[src/drs_pkg.sv]
// ----------------------------------------------------------------------------
// drs_pkg
// Shared types, service codes and response tables for the diagnostic server.
// ----------------------------------------------------------------------------
package drs_pkg;

  typedef struct packed {
    logic [7:0] service_id;
    logic [7:0] req_len;
    logic [7:0] data_byte0;
    logic [7:0] data_byte1;
    logic [7:0] data_byte2;
    logic [7:0] data_byte3;
    logic [7:0] data_byte4;
  } req_t;

  typedef struct packed {
    logic       has_response;
    logic [7:0] resp_byte;
    logic       last_byte;
  } rsp_t;

  // Service identifiers
  localparam logic [7:0] SID_SESSION_CTRL = 8'h10;
  localparam logic [7:0] SID_ECU_RESET    = 8'h11;
  localparam logic [7:0] SID_READ_DID     = 8'h22;
  localparam logic [7:0] SID_SECURITY     = 8'h27;
  localparam logic [7:0] SID_TESTER_PRES  = 8'h3E;
  localparam logic [7:0] SID_POS_OFFSET   = 8'h40;
  localparam logic [7:0] SID_NEG_RESP     = 8'h7F;

  // Negative response codes
  localparam logic [7:0] NRC_SERVICE_NS   = 8'h11;
  localparam logic [7:0] NRC_SUBFUNC_NS   = 8'h12;
  localparam logic [7:0] NRC_BAD_LENGTH   = 8'h13;
  localparam logic [7:0] NRC_OUT_OF_RANGE = 8'h31;
  localparam logic [7:0] NRC_COND_NOT_OK  = 8'h33;
  localparam logic [7:0] NRC_INVALID_KEY  = 8'h35;
  localparam logic [7:0] NRC_EXCEED_TRIES = 8'h36;

  // Security access subfunctions
  localparam logic [7:0] SA_REQ_SEED = 8'h01;
  localparam logic [7:0] SA_SEND_KEY = 8'h02;

  // Data identifiers
  localparam logic [15:0] DID_VIN    = 16'hF190;
  localparam logic [15:0] DID_SERIAL = 16'hF18C;
  localparam logic [15:0] DID_SWVER  = 16'hF188;

  localparam logic [1:0]  SESSION_DEFAULT = 2'd1;
  localparam logic [31:0] SEED_CONST      = 32'h1234_5678;
  localparam logic [31:0] KEY_MASK        = 32'hA5A5_A5A5;
  localparam logic [7:0]  TRIES_LIMIT     = 8'd3;

  localparam int unsigned MaxRespLen = 20;
  localparam int unsigned IdxW       = $clog2(MaxRespLen);

  typedef enum logic [2:0] {
    K_NEG,
    K_SESSION,
    K_ECHO,
    K_SEED,
    K_VIN,
    K_SERIAL,
    K_SWVER
  } kind_e;

  // Classified request handed from front to back
  typedef struct packed {
    kind_e       kind;
    logic [7:0]  sid;
    logic [7:0]  d0;
    logic [7:0]  d1;
    logic [31:0] word;   // seed bytes, or the NRC in the low byte
  } desc_t;

  function automatic logic [IdxW-1:0] resp_len(kind_e kind);
    logic [IdxW-1:0] len;
    unique case (kind)
      K_NEG:     len = IdxW'(3);
      K_SESSION: len = IdxW'(6);
      K_ECHO:    len = IdxW'(2);
      K_SEED:    len = IdxW'(6);
      K_VIN:     len = IdxW'(20);
      K_SERIAL:  len = IdxW'(14);
      K_SWVER:   len = IdxW'(6);
      default:   len = IdxW'(3);
    endcase
    return len;
  endfunction

  function automatic logic [7:0] vin_char(logic [IdxW-1:0] idx);
    logic [7:0] c;
    unique case (idx)
      5'd0:    c = "W";
      5'd1:    c = "V";
      5'd2:    c = "W";
      5'd3:    c = "Z";
      5'd4:    c = "Z";
      5'd5:    c = "Z";
      5'd6:    c = "1";
      5'd7:    c = "K";
      5'd8:    c = "Z";
      5'd9:    c = "1";
      5'd10:   c = "A";
      5'd11:   c = "2";
      5'd12:   c = "3";
      5'd13:   c = "4";
      5'd14:   c = "5";
      5'd15:   c = "6";
      5'd16:   c = "7";
      default: c = 8'h00;
    endcase
    return c;
  endfunction

  function automatic logic [7:0] serial_char(logic [IdxW-1:0] idx);
    logic [7:0] c;
    unique case (idx)
      5'd0:    c = "S";
      5'd1:    c = "N";
      5'd2:    c = "1";
      5'd3:    c = "2";
      5'd4:    c = "3";
      5'd5:    c = "4";
      5'd6:    c = "5";
      5'd7:    c = "6";
      5'd8:    c = "7";
      5'd9:    c = "8";
      5'd10:   c = "9";
      default: c = 8'h00;
    endcase
    return c;
  endfunction

  function automatic logic [7:0] swver_char(logic [IdxW-1:0] idx);
    logic [7:0] c;
    unique case (idx)
      5'd0:    c = 8'h01;
      5'd1:    c = 8'h00;
      5'd2:    c = 8'h05;
      default: c = 8'h00;
    endcase
    return c;
  endfunction

  // Byte number idx of the response described by desc
  function automatic logic [7:0] resp_at(desc_t desc, logic [IdxW-1:0] idx);
    logic [7:0]      b;
    logic [IdxW-1:0] t;
    t = idx - IdxW'(3);
    if (idx == '0) begin
      b = (desc.kind == K_NEG) ? SID_NEG_RESP : desc.sid + SID_POS_OFFSET;
    end else if (idx == IdxW'(1)) begin
      b = (desc.kind == K_NEG) ? desc.sid : desc.d0;
    end else begin
      unique case (desc.kind)
        K_NEG:     b = desc.word[7:0];
        K_SESSION: begin
          unique case (idx)
            5'd2:    b = 8'h00;
            5'd3:    b = 8'h32;
            5'd4:    b = 8'h01;
            default: b = 8'hF4;
          endcase
        end
        K_SEED: begin
          unique case (idx)
            5'd2:    b = desc.word[31:24];
            5'd3:    b = desc.word[23:16];
            5'd4:    b = desc.word[15:8];
            default: b = desc.word[7:0];
          endcase
        end
        K_VIN:    b = (idx == IdxW'(2)) ? desc.d1 : vin_char(t);
        K_SERIAL: b = (idx == IdxW'(2)) ? desc.d1 : serial_char(t);
        K_SWVER:  b = (idx == IdxW'(2)) ? desc.d1 : swver_char(t);
        default:  b = desc.d0;
      endcase
    end
    return b;
  endfunction

endpackage

[src/drs_front.sv]
// ----------------------------------------------------------------------------
// drs_front
// Decodes one request, updates session and security state, and classifies
// the response into a descriptor for the back end.
// ----------------------------------------------------------------------------
module drs_front import drs_pkg::*; (
  input  logic  clk_i,
  input  logic  rst_ni,
  input  logic  accept_i,
  input  req_t  req_i,
  output desc_t desc_o
);

  logic [1:0]  session_q, session_d;
  logic        unlocked_q, unlocked_d;
  logic [31:0] seed_q, seed_d;
  logic [7:0]  fails_q, fails_d;

  logic [7:0]  fails_inc;
  logic [31:0] key;
  logic        d0_range_ok;

  assign fails_inc   = (fails_q == 8'hFF) ? fails_q : fails_q + 8'd1;
  assign key         = {req_i.data_byte1, req_i.data_byte2, req_i.data_byte3,
                        req_i.data_byte4};
  assign d0_range_ok = (req_i.data_byte0 >= 8'd1) && (req_i.data_byte0 <= 8'd3);

  always_comb begin
    session_d   = session_q;
    unlocked_d  = unlocked_q;
    seed_d      = seed_q;
    fails_d     = fails_q;
    desc_o.kind = K_NEG;
    desc_o.sid  = req_i.service_id;
    desc_o.d0   = req_i.data_byte0;
    desc_o.d1   = req_i.data_byte1;
    desc_o.word = {24'h0, NRC_SERVICE_NS};

    unique case (req_i.service_id)
      SID_SESSION_CTRL: begin
        priority if (req_i.req_len < 8'd1) begin
          desc_o.word[7:0] = NRC_BAD_LENGTH;
        end else if (!d0_range_ok) begin
          desc_o.word[7:0] = NRC_SUBFUNC_NS;
        end else begin
          session_d   = req_i.data_byte0[1:0];
          desc_o.kind = K_SESSION;
        end
      end
      SID_ECU_RESET: begin
        priority if (req_i.req_len < 8'd1) begin
          desc_o.word[7:0] = NRC_BAD_LENGTH;
        end else if (!d0_range_ok) begin
          desc_o.word[7:0] = NRC_SUBFUNC_NS;
        end else if (!unlocked_q && session_q != SESSION_DEFAULT) begin
          desc_o.word[7:0] = NRC_COND_NOT_OK;
        end else begin
          desc_o.kind = K_ECHO;
        end
      end
      SID_SECURITY: begin
        priority if (req_i.req_len < 8'd1) begin
          desc_o.word[7:0] = NRC_BAD_LENGTH;
        end else if (req_i.data_byte0 == SA_REQ_SEED) begin
          desc_o.kind = K_SEED;
          if (unlocked_q) begin
            desc_o.word = '0;
          end else begin
            seed_d      = SEED_CONST;
            desc_o.word = SEED_CONST;
          end
        end else if (req_i.data_byte0 == SA_SEND_KEY) begin
          priority if (req_i.req_len < 8'd5) begin
            desc_o.word[7:0] = NRC_BAD_LENGTH;
          end else if (key == (seed_q ^ KEY_MASK)) begin
            unlocked_d  = 1'b1;
            fails_d     = '0;
            desc_o.kind = K_ECHO;
          end else begin
            fails_d          = fails_inc;
            desc_o.word[7:0] = (fails_inc >= TRIES_LIMIT) ? NRC_EXCEED_TRIES
                                                          : NRC_INVALID_KEY;
          end
        end else begin
          desc_o.word[7:0] = NRC_SUBFUNC_NS;
        end
      end
      SID_TESTER_PRES: begin
        if (req_i.req_len < 8'd1) begin
          desc_o.word[7:0] = NRC_BAD_LENGTH;
        end else begin
          desc_o.kind = K_ECHO;
        end
      end
      SID_READ_DID: begin
        priority if (req_i.req_len < 8'd2) begin
          desc_o.word[7:0] = NRC_BAD_LENGTH;
        end else if ({req_i.data_byte0, req_i.data_byte1} == DID_VIN) begin
          desc_o.kind = K_VIN;
        end else if ({req_i.data_byte0, req_i.data_byte1} == DID_SERIAL) begin
          desc_o.kind = K_SERIAL;
        end else if ({req_i.data_byte0, req_i.data_byte1} == DID_SWVER) begin
          desc_o.kind = K_SWVER;
        end else begin
          desc_o.word[7:0] = NRC_OUT_OF_RANGE;
        end
      end
      default: begin
        desc_o.word[7:0] = NRC_SERVICE_NS;
      end
    endcase
  end

  always_ff @(posedge clk_i or negedge rst_ni) begin
    if (!rst_ni) begin
      session_q  <= SESSION_DEFAULT;
      unlocked_q <= 1'b0;
      seed_q     <= '0;
      fails_q    <= '0;
    end else if (accept_i) begin
      session_q  <= session_d;
      unlocked_q <= unlocked_d;
      seed_q     <= seed_d;
      fails_q    <= fails_d;
    end
  end

endmodule

[src/drs_queue.sv]
// ----------------------------------------------------------------------------
// drs_queue
// Small FIFO of classified requests between front and back.
// ----------------------------------------------------------------------------
module drs_queue import drs_pkg::*; #(
  parameter int unsigned Depth = 2
) (
  input  logic  clk_i,
  input  logic  rst_ni,
  input  logic  push_i,
  input  desc_t data_i,
  input  logic  pop_i,
  output desc_t data_o,
  output logic  empty_o,
  output logic  full_o
);

  localparam int unsigned PtrW = $clog2(Depth);
  localparam int unsigned CntW = $clog2(Depth + 1);

  desc_t             mem_q [Depth];
  logic [PtrW-1:0]   wr_ptr_q, rd_ptr_q;
  logic [CntW-1:0]   count_q;

  assign empty_o = (count_q == '0);
  assign full_o  = (count_q == CntW'(Depth));
  assign data_o  = mem_q[rd_ptr_q];

  always_ff @(posedge clk_i) begin
    if (push_i) begin
      mem_q[wr_ptr_q] <= data_i;
    end
  end

  always_ff @(posedge clk_i or negedge rst_ni) begin
    if (!rst_ni) begin
      wr_ptr_q <= '0;
      rd_ptr_q <= '0;
      count_q  <= '0;
    end else begin
      if (push_i) begin
        wr_ptr_q <= (wr_ptr_q == PtrW'(Depth - 1)) ? '0 : wr_ptr_q + PtrW'(1);
      end
      if (pop_i) begin
        rd_ptr_q <= (rd_ptr_q == PtrW'(Depth - 1)) ? '0 : rd_ptr_q + PtrW'(1);
      end
      if (push_i && !pop_i) begin
        count_q <= count_q + CntW'(1);
      end else if (pop_i && !push_i) begin
        count_q <= count_q - CntW'(1);
      end
    end
  end

endmodule

[src/drs_back.sv]
// ----------------------------------------------------------------------------
// drs_back
// Serializes the queued response into the output register one byte a cycle
// while not stalled, or one no-response item when the response exceeds the capacity.
// ----------------------------------------------------------------------------
module drs_back import drs_pkg::*; (
  input  logic       clk_i,
  input  logic       rst_ni,
  input  logic [7:0] cap_i,
  input  desc_t      desc_i,
  input  logic       empty_i,
  output logic       pop_o,
  output logic       out_valid_o,
  input  logic       out_stall_i,
  output rsp_t       out_rsp_o
);

  logic            out_valid_q;
  rsp_t            out_rsp_q;
  logic [IdxW-1:0] idx_q;

  logic [IdxW-1:0] len;
  logic            fits;
  logic            load;
  logic            last;

  assign len   = resp_len(desc_i.kind);
  assign fits  = ({{(8 - IdxW){1'b0}}, len} <= cap_i);
  assign load  = !out_valid_q || !out_stall_i;
  assign last  = !fits || (idx_q == len - IdxW'(1));
  assign pop_o = load && !empty_i && last;

  always_ff @(posedge clk_i or negedge rst_ni) begin
    if (!rst_ni) begin
      out_valid_q <= 1'b0;
      idx_q       <= '0;
    end else if (load) begin
      out_valid_q <= !empty_i;
      if (!empty_i) begin
        idx_q <= last ? '0 : idx_q + IdxW'(1);
      end
    end
  end

  // Hold the payload while stalled
  always_ff @(posedge clk_i) begin
    if (load && !empty_i) begin
      out_rsp_q.has_response <= fits;
      out_rsp_q.resp_byte    <= fits ? resp_at(desc_i, idx_q) : 8'h00;
      out_rsp_q.last_byte    <= last;
    end
  end

  assign out_valid_o = out_valid_q;
  assign out_rsp_o   = out_rsp_q;

  a_noresp_single : assert property (@(posedge clk_i) disable iff (!rst_ni)
    out_valid_q && !out_rsp_q.has_response |->
      out_rsp_q.last_byte && out_rsp_q.resp_byte == 8'h00)
    else $error("no-response item must be a single zero last item");

  a_idx_in_range : assert property (@(posedge clk_i) disable iff (!rst_ni)
    !empty_i |-> idx_q < len)
    else $error("byte index beyond response length");

  a_idx_restart : assert property (@(posedge clk_i) disable iff (!rst_ni)
    pop_o |=> idx_q == '0)
    else $error("byte index not cleared after last byte");

  a_idle_idx : assert property (@(posedge clk_i) disable iff (!rst_ni)
    empty_i |-> idx_q == '0)
    else $error("byte index left nonzero with queue empty");

endmodule

[src/diagnostic_request_server.sv]
// ----------------------------------------------------------------------------
// diagnostic_request_server
// Diagnostic request server: decodes requests, tracks session and security
// state, and streams positive or negative responses one byte per item.
// ----------------------------------------------------------------------------
// A taken request is written to the request queue, then its first response
//   byte is loaded into the output register. Throughput: one response byte
//   per cycle while the output is not stalled; a request yields 2 to 20
//   response bytes, or one no-response item when it does not fit the capacity.
// Requests are taken every cycle while the request queue has room.
// Reset: capacity 255, default session, locked, seed and failed count zero.
// ----------------------------------------------------------------------------
module diagnostic_request_server import drs_pkg::*; #(
  parameter int unsigned QueueDepth = 2
) (
  input  logic       clk_i,
  input  logic       rst_ni,
  input  logic       in_valid_i,
  output logic       in_stall_o,
  input  req_t       in_req_i,
  output logic       out_valid_o,
  input  logic       out_stall_i,
  output rsp_t       out_rsp_o,
  input  logic       cfg_valid_i,
  output logic       cfg_ready_o,
  input  logic [7:0] cfg_data_i
);

  logic [7:0] cap_q;
  logic       accept;
  logic       q_full, q_empty, q_pop;
  desc_t      front_desc, q_desc;

  assign cfg_ready_o = 1'b1;
  assign in_stall_o  = q_full;
  assign accept      = in_valid_i && !q_full;

  always_ff @(posedge clk_i or negedge rst_ni) begin
    if (!rst_ni) begin
      cap_q <= 8'hFF;
    end else if (cfg_valid_i && cfg_ready_o) begin
      cap_q <= cfg_data_i;
    end
  end

  drs_front u_front (
    .clk_i    (clk_i),
    .rst_ni   (rst_ni),
    .accept_i (accept),
    .req_i    (in_req_i),
    .desc_o   (front_desc)
  );

  drs_queue #(
    .Depth (QueueDepth)
  ) u_queue (
    .clk_i   (clk_i),
    .rst_ni  (rst_ni),
    .push_i  (accept),
    .data_i  (front_desc),
    .pop_i   (q_pop),
    .data_o  (q_desc),
    .empty_o (q_empty),
    .full_o  (q_full)
  );

  drs_back u_back (
    .clk_i       (clk_i),
    .rst_ni      (rst_ni),
    .cap_i       (cap_q),
    .desc_i      (q_desc),
    .empty_i     (q_empty),
    .pop_o       (q_pop),
    .out_valid_o (out_valid_o),
    .out_stall_i (out_stall_i),
    .out_rsp_o   (out_rsp_o)
  );

endmodule
[config.mk]
export PLATFORM = sky130hd
export DESIGN_NAME = diagnostic_request_server
export DESIGN_NICKNAME = d
export VERILOG_FILES = /design/src/drs_pkg.sv /design/src/drs_front.sv /design/src/drs_queue.sv /design/src/drs_back.sv /design/src/diagnostic_request_server.sv
export SDC_FILE = /design/constraint.sdc
export NUM_CORES = 1
export LEC_CHECK = 0
export BUFFER_PORTS_ARGS = -buffer_cell sky130_fd_sc_hd__buf_4
export CAP_MARGIN = 10
export CORE_ASPECT_RATIO = 0.7
export CORE_MARGIN = 2
export CORE_UTILIZATION = 31
export DETAILED_ROUTE_END_ITERATION = 10
export HOLD_SLACK_MARGIN = 0.03
export PLACE_DENSITY_LB_ADDON = 0.1
export SETUP_SLACK_MARGIN = 0.5
export SLEW_MARGIN = 10
export SYNTH_ARGS = -nofsm -noshare
export SYNTH_HDL_FRONTEND = slang
export SYNTH_HIERARCHICAL = 1
export SYNTH_SLANG_ARGS = --single-unit
[constraint.sdc]
create_clock -name clk_i -period 4.4 [get_ports clk_i]
set_input_delay 0.22 -clock clk_i [delete_from_list [all_inputs] [get_ports clk_i]]
set_output_delay 0.22 -clock clk_i [all_outputs]
set_load 0.02 [all_outputs]
==> flow_metrics.py <==
metrics = {
    "run": {
        "maxCapViolations": 0,
    },
    "routing": {
        "viasPerCell": 5.18,
        "drt_iter0_markers": 507,
        "dr.pass1.iters": 5,
        "wl_per_cell_um": 19.9,
        "vias": 6413,
        "totalWireLength_um": 24600,
        "final_antenna_net_count": 0,
        "drc_errors": 0,
    },
    "synthesis": {
        "synth_adder_area_share": 0.0202,
        "synth_compound_area_frac": 0.123,
        "synthXorXnorAreaFrac": 0.0128,
        "synth_edf_count": 128,
        "synth_area_sq_mm": 0.00929,
        "netlist-cell-type-count": 91,
        "synth_top_family_by_area": "simple AND/OR/NAND/NOR gates",
        "synth_seq_cells": 158,
        "synth_area_per_cell_sq_um": 12.1,
        "ys_seq_area_frac": 0.496,
        "async_reset_ff_frac": 0.190,
        "synthMuxAreaShare": 0.120,
        "yosys_warnings": 6,
        "postSynthCellCount": 770,
        "synth-simple-area-share": 0.151,
        "ys.flop_type": "edfxtp_1",
    },
    "critical_path": {
        "startpoint_type": "flop",
        "cp_max_fo": 22,
        "critPathTopFamily": "compound AO/OA/AOI/OAI gates",
        "cp.depth": 15,
        "r2r_end": "u_queue/count_q[1]",
        "crit_arrival_ns": 3.89,
        "cp_slowest_cell": "dfrtp_4",
        "r2r_cells": 15,
        "required_ns": 4.72,
        "cp_num_buf_inv": 1,
        "critPathMaxStageDelay_ns": 0.51,
        "end_kind": "flop",
        "crit_chain": "mux2_4, and2b_1, nand2b_1, ha_1, nor2b_1, o21a_1, o21bai_1, a21o_1, o31ai_4, and2_1, inv_1, ha_1, xor2_1, nor2_1, xor2_1",
        "rr_startpoint": "u_queue/rd_ptr_q",
        "critical_path_class": "reg -> reg",
        "r2r_slack_ns": 0.83,
    },
    "min_path": {
        "hold_path_class": "in -> reg",
        "min_to": "u_queue/mem_q[1][52]",
        "hold_start": "in_req_i[52]",
        "min_path_cells": 1,
    },
    "cts": {
        "cts_tree": "yes",
        "clk_pin_slew_ns": 0.07,
        "cts-resized-gates": 0,
        "cts_htree_levels": 4,
        "clkLatencyLatePin_ns": 0.43,
        "post_cts_buffers": 0,
        "postCtsHoldBufs": 33,
        "cts_buffer_depth": 2,
        "numCtsBuffers": 17,
        "clkSinkCount": 158,
        "root_buffer": "clkbuf_16",
    },
    "power": {
        "peakVddDrop_v": 0.000322,
        "clockPowerShare": 0.243,
        "p_leak_nw": 4.14,
        "p_per_area_mw_per_mm2": 569,
        "power_frac_seq": 0.353,
        "p_sw_frac": 0.377,
        "power.share.combinational": 0.404,
        "netSwitchingPower_w": 0.00232,
        "p_int_w": 0.00384,
    },
    "timing": {
        "finalCritPeriodShare": 0.811,
        "fmax_ghz": 0.280,
        "finalClockSkew_ns": 0.00806,
        "setup_viol": 0,
        "slew_headroom": 0.409,
        "fin_crit_ns": 3.57,
        "setup-tns-final_ns": 0,
        "worstMarginPinSlew_ns": 0.887,
        "final_max_slew_viol_count": 0,
        "rsz0062_at_grt": "false",
        "holdWs_ns": 0.0662,
        "hold_viol_final": 0,
        "setup_ws_ns": 0.832,
    },
    "global_route": {
        "grt_usage": 0.161,
        "grt_max_degree": 60,
        "grt_pass1_wl_um": 37700,
        "grt_pass1_vias": 6328,
        "grt_overflow": 0,
        "antenna_found_initial": 0,
    },
    "die": {
        "die-area_sq_mm": 0.0314,
        "core_region_area_sq_mm": 0.0292,
        "io_pins": 82,
        "rows": 52,
        "die_h_um": 149,
        "initial_core_util": 0.318,
        "die-width_um": 211,
    },
    "cells_and_area": {
        "finish.utilization": 0.370,
        "layout-drive-gt1-share": 0.279,
        "nets": 931,
        "areaGrowthSynthToFinish_pct": 16.5,
        "antenna_cells": 0,
    },
    "placement": {
        "gp_congestion": 0.886,
        "pre_cts_slack_ns": 0.851,
        "port_buffers": 80,
        "hpwl_um": 17900,
    },
    "run_status": {
        "run_status": "complete, no violations",
    },
}
cells in the mapped netlist (all sizes together), types with 15 or more instances:
master | count | area [sq um]
a21oi | 41 | 213
buf | 70 | 588
dfrtp | 21 | 526
edfxtp | 128 | 3840
ha | 15 | 188
inv | 22 | 82.6
mux2 | 71 | 1050
nand2 | 62 | 235
nand3 | 23 | 115
nor2 | 36 | 138
nor3 | 26 | 169
o21ai | 23 | 115
power by group through the flow:
stage | Sequential [W] | Clock, W | Combinational [W]
2_1_floorplan | 0.00221 | 0 | 0.00183
3_3_place_gp | 0.00220 | 0 | 0.00246
3_5_place_dp | 0.00221 | 0 | 0.00246
4_1_cts | 0.00218 | 0.00153 | 0.00249
5_1_grt | 0.00222 | 0.00160 | 0.00271
6_report | 0.00218 | 0.00150 | 0.00249
routing by layer:
layer	vias to the layer above	GRT usage	part of all wire
li1	3024	-	-
met1	3188	0.243	0.51
met2	176	0.230	0.42
met3	25	0.0333	0.048
met4	0	0.0511	0.017
met5	-	0	0
through the flow:
step / std cells / power [W] / instance area (sq um)
floorplan: 785 / 0.00404 / 9350
global placement: 1173 / 0.00466 / 9890
detailed placement: 1173 / 0.00467 / 9890
CTS: 1238 / 0.00620 / 10800
global route: 1238 / 0.00652 / 10800
finish: 1238 / 0.00616 / 10800
cells by family after synthesis:
| logic type | Yosys count |
|---|---|
| buffers and inverters | 104 |
| other | 2 |
| adder cells (fa/ha/maj) | 15 |
| AND/OR/NAND/NOR | 239 |
| AO/OA/AOI/OAI | 164 |
| multiplexers | 77 |
| flip-flops | 158 |
| XOR/XNOR | 11 |
layout make-up:
class | instances | area [sq um]
sequential | 158 | 4610
inverter | 22 | 82.6
timing repair buffer | 125 | 1020
clock buffer | 17 | 425
tap | 378 | 473
multi-input combinational | 523 | 4040
clock inverter | 15 | 174
fill | 2778 | 18400
sequential cells by signal (all words and copies together) (netlist names):
name                flops
u_front/session_q       2
u_back/out_valid_o      1
u_back/idx_q            5
u_front/unlocked_q      1
u_queue/wr_ptr_q        1
u_queue/count_q         2
cap_q                   8
u_front/seed_q          1
u_back/out_rsp_o       10
u_queue/rd_ptr_q        1
u_queue/mem_q         118
u_front/fails_q         8
cells in the final DEF, fill, tap and decap left out, types with 6 or more instances in the layout:
master         instances
nor2_1                35
dfstp_2                9
o31ai_1                6
o21ai_1                7
a21oi_1               39
dfrtp_1               20
o22ai_1               10
dlygate4sd3_1         33
inv_1                 19
nor3_1                22
xor2_1                 6
mux2_4                67
a211oi_1               7
nand2_1               61
and3_1                13
nor2b_1                9
mux2i_1                6
buf_4                 92
ha_1                  15
or3_1                  6
o21a_1                 8
a22oi_1               10
nand4_1                7
and2_1                 9
o21ai_0               16
edfxtp_1             128
nand3_1               23
conb_1                17
o211ai_1               8
clkbuf_16             17
nor4_1                 8
worst max-delay path by stage:
| stage | end | from |
|---|---|---|
| after CTS | u_queue/count_q[1] | u_queue/rd_ptr_q |
| final | u_queue/count_q[1] | u_queue/rd_ptr_q |
| after detailed placement | u_queue/count_q[1] | u_queue/rd_ptr_q |
| after global placement | u_queue/count_q[1] | u_queue/rd_ptr_q |
| after floorplan | u_queue/count_q[1] | u_queue/rd_ptr_q |
| after global routing | u_queue/count_q[1] | u_queue/rd_ptr_q |
No activity file was read; power rests on OpenSTA's default activity.
